===== config.mk =====
export PLATFORM = sky130hd
export DESIGN_NAME = kvmt_ctrl
export DESIGN_NICKNAME = d
export VERILOG_FILES = /design/src/rtl/core/kvmt_pkg.sv /design/src/rtl/core/kvmt_ctrl.sv
export VERILOG_INCLUDE_DIRS = /design/src /design/src/rtl/core
export SDC_FILE = /design/constraint.sdc
export NUM_CORES = 1
export LEC_CHECK = 0
export ABC_CLOCK_PERIOD_IN_PS = 1200
export BUFFER_PORTS_ARGS = -buffer_cell sky130_fd_sc_hd__buf_4
export CAP_MARGIN = 20
export CORE_MARGIN = 1
export CORE_UTILIZATION = 40
export DETAILED_ROUTE_END_ITERATION = 8
export PLACE_DENSITY = 0.75
export SYNTH_ARGS = -nofsm -noshare
export SYNTH_HDL_FRONTEND = slang
export SYNTH_SLANG_ARGS = --single-unit

===== constraint.sdc =====
create_clock -name clk -period 1.2 [get_ports clk]
set_input_delay 0 -clock clk [delete_from_list [all_inputs] [get_ports clk]]
set_output_delay 0 -clock clk [all_outputs]
set_load 0.03 [all_outputs]

===== src/rtl/core/key_value_map_table_defines.svh =====
// assertion macros shared by the key-value map table modules
// no dependencies; included by the files that carry assertions
`ifndef KEY_VALUE_MAP_TABLE_DEFINES_SVH
`define KEY_VALUE_MAP_TABLE_DEFINES_SVH

// same-cycle implication, checked while out of reset
`define KVMT_ASSERT_IMP(lbl, ck, rn, ante, cons, msg) \
  lbl: assert property (@(posedge ck) disable iff (!rn) (ante) |-> (cons)) \
    else $error(msg);

// next-cycle implication, checked while out of reset
`define KVMT_ASSERT_NXT(lbl, ck, rn, ante, cons, msg) \
  lbl: assert property (@(posedge ck) disable iff (!rn) (ante) |=> (cons)) \
    else $error(msg);

`endif


===== src/rtl/core/kvmt_pkg.sv =====
// codes, reset values and controller/datapath interface structs
// for the key-value map table; no dependencies
package kvmt_pkg;

  localparam int CFG_IDX_W  = 2;
  localparam int CFG_DATA_W = 7;

  // configuration register indexes
  localparam logic [CFG_IDX_W-1:0] CFG_MAP_KIND    = 2'd0;
  localparam logic [CFG_IDX_W-1:0] CFG_KEY_BYTES   = 2'd1;
  localparam logic [CFG_IDX_W-1:0] CFG_VALUE_BYTES = 2'd2;
  localparam logic [CFG_IDX_W-1:0] CFG_ENTRY_LIMIT = 2'd3;

  localparam logic [3:0] RST_KEY_BYTES   = 4'd4;
  localparam logic [3:0] RST_VALUE_BYTES = 4'd8;
  localparam logic [6:0] RST_ENTRY_LIMIT = 7'd64;

  // request actions
  localparam logic [1:0] ACT_LOOKUP = 2'd0;
  localparam logic [1:0] ACT_UPDATE = 2'd1;
  localparam logic [1:0] ACT_DELETE = 2'd2;
  localparam logic [1:0] ACT_NEXT   = 2'd3;

  // result status
  localparam logic [1:0] STAT_OK        = 2'd0;
  localparam logic [1:0] STAT_NOT_FOUND = 2'd1;
  localparam logic [1:0] STAT_FULL      = 2'd2;
  localparam logic [1:0] STAT_INVALID   = 2'd3;

  // store write kinds
  localparam logic [2:0] WR_NONE   = 3'd0;
  localparam logic [2:0] WR_UPDATE = 3'd1;
  localparam logic [2:0] WR_INSERT = 3'd2;
  localparam logic [2:0] WR_DELETE = 3'd3;
  localparam logic [2:0] WR_ARRAY  = 3'd4;
  localparam logic [2:0] WR_CLEAR  = 3'd5;

  // result payload sources
  localparam logic [2:0] SRC_NONE      = 3'd0;
  localparam logic [2:0] SRC_RD_VALUE  = 3'd1;
  localparam logic [2:0] SRC_RD_KEY    = 3'd2;
  localparam logic [2:0] SRC_FIRST_KEY = 3'd3;
  localparam logic [2:0] SRC_ARRAY_KEY = 3'd4;

  typedef struct packed {
    logic       load_req;
    logic       scan;
    logic       clr_run;
    logic       clr_restart;
    logic       arr_read;
    logic [2:0] wr_kind;
    logic       res_load;
    logic [1:0] res_status;
    logic [2:0] res_src;
    logic       out_load;
  } kvmt_cmd_t;

  typedef struct packed {
    logic       is_array;
    logic [1:0] action;
    logic       aidx_ok;
    logic       arr_next_ok;
    logic       ev_match;
    logic       ev_next_hit;
    logic       scan_end;
    logic       free_ok;
    logic       matched;
    logic       first_ok;
    logic       clr_last;
  } kvmt_stat_t;

endpackage


===== src/rtl/core/kvmt_ctrl.sv =====
// controller of the key-value map table: sequences clearing, slot walks,
// store writes and result hand-off; uses kvmt_pkg
`include "key_value_map_table_defines.svh"

module kvmt_ctrl import kvmt_pkg::*; (
  input  logic       clk,
  input  logic       rst_n,
  input  logic       cfg_we,
  input  logic       in_valid,
  output logic       in_ready,
  output logic       out_valid,
  input  logic       out_ready,
  input  kvmt_stat_t st,
  output kvmt_cmd_t  cmd
);

  localparam logic [2:0] S_CLEAR = 3'd0;
  localparam logic [2:0] S_IDLE  = 3'd1;
  localparam logic [2:0] S_START = 3'd2;
  localparam logic [2:0] S_SCAN  = 3'd3;
  localparam logic [2:0] S_AREAD = 3'd4;
  localparam logic [2:0] S_OUT   = 3'd5;

  logic [2:0] state_r, state_nxt;
  logic       out_valid_r, out_valid_nxt;

  assign in_ready  = state_r == S_IDLE;
  assign out_valid = out_valid_r;

  always_comb begin
    state_nxt = state_r;
    cmd       = '0;
    unique case (state_r)
      S_CLEAR: begin
        cmd.wr_kind = WR_CLEAR;
        cmd.clr_run = 1'b1;
        if (st.clr_last) begin
          state_nxt = S_IDLE;
        end
      end
      S_IDLE: begin
        if (in_valid) begin
          cmd.load_req = 1'b1;
          state_nxt    = S_START;
        end
      end
      S_START: begin
        if (!st.is_array) begin
          state_nxt = S_SCAN;
        end else begin
          state_nxt      = S_OUT;
          cmd.res_load   = 1'b1;
          cmd.res_status = STAT_NOT_FOUND;
          unique case (st.action)
            ACT_LOOKUP: begin
              if (st.aidx_ok) begin
                cmd.arr_read = 1'b1;
                cmd.res_load = 1'b0;
                state_nxt    = S_AREAD;
              end
            end
            ACT_UPDATE: begin
              if (st.aidx_ok) begin
                cmd.wr_kind    = WR_ARRAY;
                cmd.res_status = STAT_OK;
              end
            end
            ACT_DELETE: cmd.res_status = STAT_INVALID;
            ACT_NEXT: begin
              if (st.arr_next_ok) begin
                cmd.res_status = STAT_OK;
                cmd.res_src    = SRC_ARRAY_KEY;
              end
            end
          endcase
        end
      end
      S_SCAN: begin
        cmd.scan = 1'b1;
        unique case (st.action)
          ACT_LOOKUP: begin
            if (st.ev_match) begin
              cmd.res_load   = 1'b1;
              cmd.res_status = STAT_OK;
              cmd.res_src    = SRC_RD_VALUE;
            end else if (st.scan_end) begin
              cmd.res_load   = 1'b1;
              cmd.res_status = STAT_NOT_FOUND;
            end
          end
          ACT_UPDATE: begin
            if (st.ev_match) begin
              cmd.wr_kind    = WR_UPDATE;
              cmd.res_load   = 1'b1;
              cmd.res_status = STAT_OK;
            end else if (st.scan_end) begin
              cmd.res_load = 1'b1;
              if (st.free_ok) begin
                cmd.wr_kind    = WR_INSERT;
                cmd.res_status = STAT_OK;
              end else begin
                cmd.res_status = STAT_FULL;
              end
            end
          end
          ACT_DELETE: begin
            if (st.ev_match) begin
              cmd.wr_kind    = WR_DELETE;
              cmd.res_load   = 1'b1;
              cmd.res_status = STAT_OK;
            end else if (st.scan_end) begin
              cmd.res_load   = 1'b1;
              cmd.res_status = STAT_NOT_FOUND;
            end
          end
          ACT_NEXT: begin
            if (st.ev_next_hit) begin
              cmd.res_load   = 1'b1;
              cmd.res_status = STAT_OK;
              cmd.res_src    = SRC_RD_KEY;
            end else if (st.scan_end) begin
              // given key absent: fall back to the first valid slot
              cmd.res_load = 1'b1;
              if (!st.matched && st.first_ok) begin
                cmd.res_status = STAT_OK;
                cmd.res_src    = SRC_FIRST_KEY;
              end else begin
                cmd.res_status = STAT_NOT_FOUND;
              end
            end
          end
        endcase
        if (cmd.res_load) begin
          state_nxt = S_OUT;
        end
      end
      S_AREAD: begin
        cmd.res_load   = 1'b1;
        cmd.res_status = STAT_OK;
        cmd.res_src    = SRC_RD_VALUE;
        state_nxt      = S_OUT;
      end
      S_OUT: begin
        if (!out_valid_r || out_ready) begin
          cmd.out_load = 1'b1;
          state_nxt    = S_IDLE;
        end
      end
      default: state_nxt = S_CLEAR;
    endcase
    // any config write wipes the store
    if (cfg_we) begin
      cmd             = '0;
      cmd.clr_restart = 1'b1;
      state_nxt       = S_CLEAR;
    end
  end

  always_comb begin
    out_valid_nxt = out_valid_r;
    if (cmd.out_load) begin
      out_valid_nxt = 1'b1;
    end else if (out_ready) begin
      out_valid_nxt = 1'b0;
    end
  end

  always_ff @(posedge clk) begin
    if (!rst_n) begin
      state_r     <= S_CLEAR;
      out_valid_r <= 1'b0;
    end else begin
      state_r     <= state_nxt;
      out_valid_r <= out_valid_nxt;
    end
  end

  `KVMT_ASSERT_IMP(a_no_out_overwrite, clk, rst_n, cmd.out_load, !out_valid_r || out_ready,
    "output word overwritten before it was taken")
  `KVMT_ASSERT_NXT(a_cfg_clears, clk, rst_n, cfg_we, state_r == S_CLEAR,
    "config write did not start a clearing pass")
  `KVMT_ASSERT_NXT(a_accept_starts, clk, rst_n, in_valid && in_ready && !cfg_we,
    state_r == S_START, "accepted word did not start processing")

endmodule


==> results.json <==
{
  "grt_overflow_total": 0,
  "reg2reg_to": "state_r[1]$_SDFFE_PP0P_",
  "max-cap-violations": 0,
  "crit_end": "cmd[1]",
  "lkg_pwr_nw": 0.6369,
  "post_layout_util_pct": 91.54,
  "fp-row-count": 14,
  "critical_path.endpoint_type": "output port",
  "run_status": "finished with violations",
  "syn_inst": 94,
  "grt_setup_unrepaired": "yes",
  "grt_pass1_vias": 956,
  "yosys_most_used_dff": "sky130_fd_sc_hd__dfxtp_1",
  "synth_adder_area_share_pct": 11.36,
  "clock_path_buffers": 2,
  "die_w_um": 42.64,
  "worst_r2r_startpoint": "state_r[1]$_SDFFE_PP0P_",
  "final_design_area_no_fill_um2": 1395,
  "grt_use_total_pct": 31.75,
  "synth-compound-area-share_pct": 23.48,
  "pin_count_of_the_biggest_net_entering_global_routing": 13,
  "layout-area-overhead-vs-synth_pct": 111.2,
  "syn-mean-instance-area_um2": 7.028,
  "clock_power_share_pct": 29.0,
  "coreArea_um2": 1524,
  "detail_route.wirelength_um": 2792,
  "worst_r2r_path_depth": 6,
  "cell_internal_pwr_mw": 0.3928,
  "violations_in_the_final_reports": "setup timing",
  "post_synth_edffs": 0,
  "largest_family_of_logic_cells_by_synthesized_area": "simple AND/OR/NAND/NOR gates",
  "setup_tns_ps": -2844,
  "cts_htree_levels": 1,
  "post-synth-top-area-fraction_pct": 12.12,
  "period_needed_ps": 1488,
  "place_worst_setup_slack_ps": -118.7,
  "initial_utilization_pct": 43.35,
  "worst-endpoint-required_ps": 1200,
  "detailedRoute.firstIterationViolations": 43,
  "holdWs_ps": 99.80,
  "worst-path-max-fanout": 6,
  "post_route_cells_drive_above_1_share_pct": 62.82,
  "average_routed_wire_per_standard_cell_um": 16.23,
  "worst_setup_path_startpoint": "state_r[1]$_SDFFE_PP0P_",
  "net-switching-power_mw": 0.2333,
  "fin_ws_ps": -288.3,
  "post-place-cells": 163,
  "power.share.combinational_pct": 48.6,
  "overall_via_count_from_detail_route": 1022,
  "sequential_cell_area_fraction_in_the_yosys_report_pct": 12.12,
  "drt.antenna.violating_nets": 0,
  "global_route_wire_length_before_repair_um": 4353,
  "worst_ir_drop_vdd_v": 0.0003999,
  "tritoncts.num_buffers": 3,
  "grt_antenna_before_repair": 0,
  "synth-seq-cells": 4,
  "worst_setup_hold_path_clk_slew_ps": 40,
  "overall_power_mw": 0.6261,
  "dp_hpwl_um": 1852,
  "ys_types": 35,
  "critPathKind": "register to output port",
  "setup_viol": 16,
  "mappedNetlistArea_um2": 660.6,
  "fillerInstances": 63,
  "fin_max_slew_vios": 0,
  "crit_arrival_ps": 1490,
  "synth_xor_xnor_area_share_pct": 0,
  "timing.final.crit_share_pct": 124.0,
  "rrSetupSlack_ps": -120,
  "design.portCount": 34,
  "yosys.area_share.simple_pct": 42.80,
  "detailed_place.area_um2": 1185,
  "place.gp.congestion": 0.8736,
  "yosys-mux-area-fraction_pct": 0,
  "clkSinkCount": 4,
  "clock-skew-final_ps": 3.652,
  "drc_errors": 0,
  "buffer_ports.inserted": 33,
  "relSlewSlack_pct": 79.81,
  "clock_tree.root_cell": "sky130_fd_sc_hd__clkbuf_4",
  "floorplan.die.height_um": 42.64,
  "detail_route.vias_per_cell": 5.942,
  "netSwitchingFraction_pct": 37.26,
  "max_clock_freq_mhz": 671.9,
  "yosys_warnings": 0,
  "syn-num-nets": 117,
  "timing_worst_slew_pin_value_ps": 302.9,
  "netlist_top_cells_area": "sky130_fd_sc_hd__dfxtp_1 12%, sky130_fd_sc_hd__ha_1 11%, sky130_fd_sc_hd__a21oi_1 6.1%",
  "cp_launch_type": "register",
  "share_seq_of_total_power_pct": 22.5,
  "class_of_the_tightest_hold_or_removal_check": "input port to register",
  "post_layout_nonfiller_instances": 172,
  "async_flop_share_pct": 0,
  "insertedDiodeCount": 0,
  "tritoncts": "yes",
  "synth.largest_area_cell": "sky130_fd_sc_hd__dfxtp_1",
  "final_hold_viol_count": 0,
  "fin_nets": 181,
  "power-per-cell-area_nw_per_um2": 448.8,
  "clock_network_latency_to_the_later_pin_of_the_worst_skew_pair_ps": 250,
  "fp.dieArea_um2": 1818,
  "detail_route.first_pass.iterations": 6
}
[cell usage in the layout, fill, tap and decap left out, drive strengths merged, types with 3 or more instances in the layout]
master,synthesis,final
nor2b,3,3
inv,4,4
nor4,3,3
ha,6,6
a21oi,8,8
nor2,11,11
nand2b,5,5
nand2,11,11
nor3,3,3
buf,6,64
clkbuf,0,3
o21ai,3,3
dfxtp,4,4
[power by group through the flow]
| stage | Clock (mW) | Combinational (mW) | Sequential, mW |
|---|---|---|---|
| 6_report | 0.182 | 0.304 | 0.141 |
| 2_1_floorplan | 0 | 0.134 | 0.140 |
| 3_5_place_dp | 0 | 0.265 | 0.142 |
| 4_1_cts | 0.186 | 0.290 | 0.139 |
| 3_3_place_gp | 0 | 0.257 | 0.142 |
| 5_1_grt | 0.194 | 0.319 | 0.140 |
[worst max-delay path: stages (launching register included)]
cell	delay (ps)
sky130_fd_sc_hd__dfxtp_2	340
sky130_fd_sc_hd__buf_6	130
sky130_fd_sc_hd__nand2_4	70
sky130_fd_sc_hd__or4_4	430
sky130_fd_sc_hd__a21oi_4	140
sky130_fd_sc_hd__buf_6	140
[sequential cells by signal, summed over array words and instances, names as in the netlist]
signal	cells
out_valid	1
state_r	3
[layer usage]
layer | wire (um) | track usage, % | share of wire, % | vias to the layer above
met5 | 0 | 0 | 0 | -
met4 | 63 | 13.13 | 2.3 | 0
met3 | 203 | 6.034 | 7.3 | 12
met2 | 1433 | 54.85 | 51 | 73
met1 | 1091 | 37.66 | 39 | 470
li1 | - | - | - | 467
[how the worst min path moves through the flow]
stage	start	endpoint	cells past startpoint	slack (ps)
6_report	out_ready	out_valid$_SDFFE_PN0P_	3	100
5_1_grt	out_ready	out_valid$_SDFFE_PN0P_	3	120
4_1_cts	out_ready	out_valid$_SDFFE_PN0P_	3	100
3_5_place_dp	rst_n	out_valid$_SDFFE_PN0P_	2	240
3_3_place_gp	rst_n	out_valid$_SDFFE_PN0P_	2	220
2_1_floorplan	cfg_we	cmd[13]	1	70
[what timing repair did]
action | CTS | global route
hold buffers | 1 | 0
endpoints found under the hold margin | 1 | 0
pin swaps | 10 | 5
cloned | 0 | 0
endpoints found under the setup margin | 16 | 17
setup buffers | 4 | 1
resized for setup | 26 | 9
[cell type report]
| type | instances | area (um^2) | area share (%) |
|---|---|---|---|
| inverters | 4 | 15.01 | 1.076 |
| repair buffers | 65 | 550.5 | 39.46 |
| flip-flops and latches | 4 | 87.58 | 6.278 |
| clock buffers | 3 | 22.52 | 1.614 |
| well taps | 16 | 20.02 | 1.435 |
| multi-input cells | 80 | 699.4 | 50.13 |
[cells in the mapped netlist, types with 2 or more instances]
master                     number
sky130_fd_sc_hd__nor2b_1        3
sky130_fd_sc_hd__ha_1           6
sky130_fd_sc_hd__a21oi_1        8
sky130_fd_sc_hd__buf_4          4
sky130_fd_sc_hd__nor4_1         3
sky130_fd_sc_hd__inv_1          4
sky130_fd_sc_hd__a21o_1         2
sky130_fd_sc_hd__o21ai_0        3
sky130_fd_sc_hd__nor2_1        10
sky130_fd_sc_hd__nand3_1        2
sky130_fd_sc_hd__nand4b_1       2
sky130_fd_sc_hd__o21a_1         2
sky130_fd_sc_hd__and3_1         2
sky130_fd_sc_hd__nand2b_1       5
sky130_fd_sc_hd__buf_6          2
sky130_fd_sc_hd__nor3_1         3
sky130_fd_sc_hd__dfxtp_1        4
sky130_fd_sc_hd__nand2_1       10
sky130_fd_sc_hd__o32ai_1        2
sky130_fd_sc_hd__nor3b_1        2
[kinds of logic after synthesis]
group / after synthesis
compound gates: 23
simple gates: 51
fa+ha+maj: 6
buf+inv: 10
flops: 4
Power figures use the tool's default switching activity.
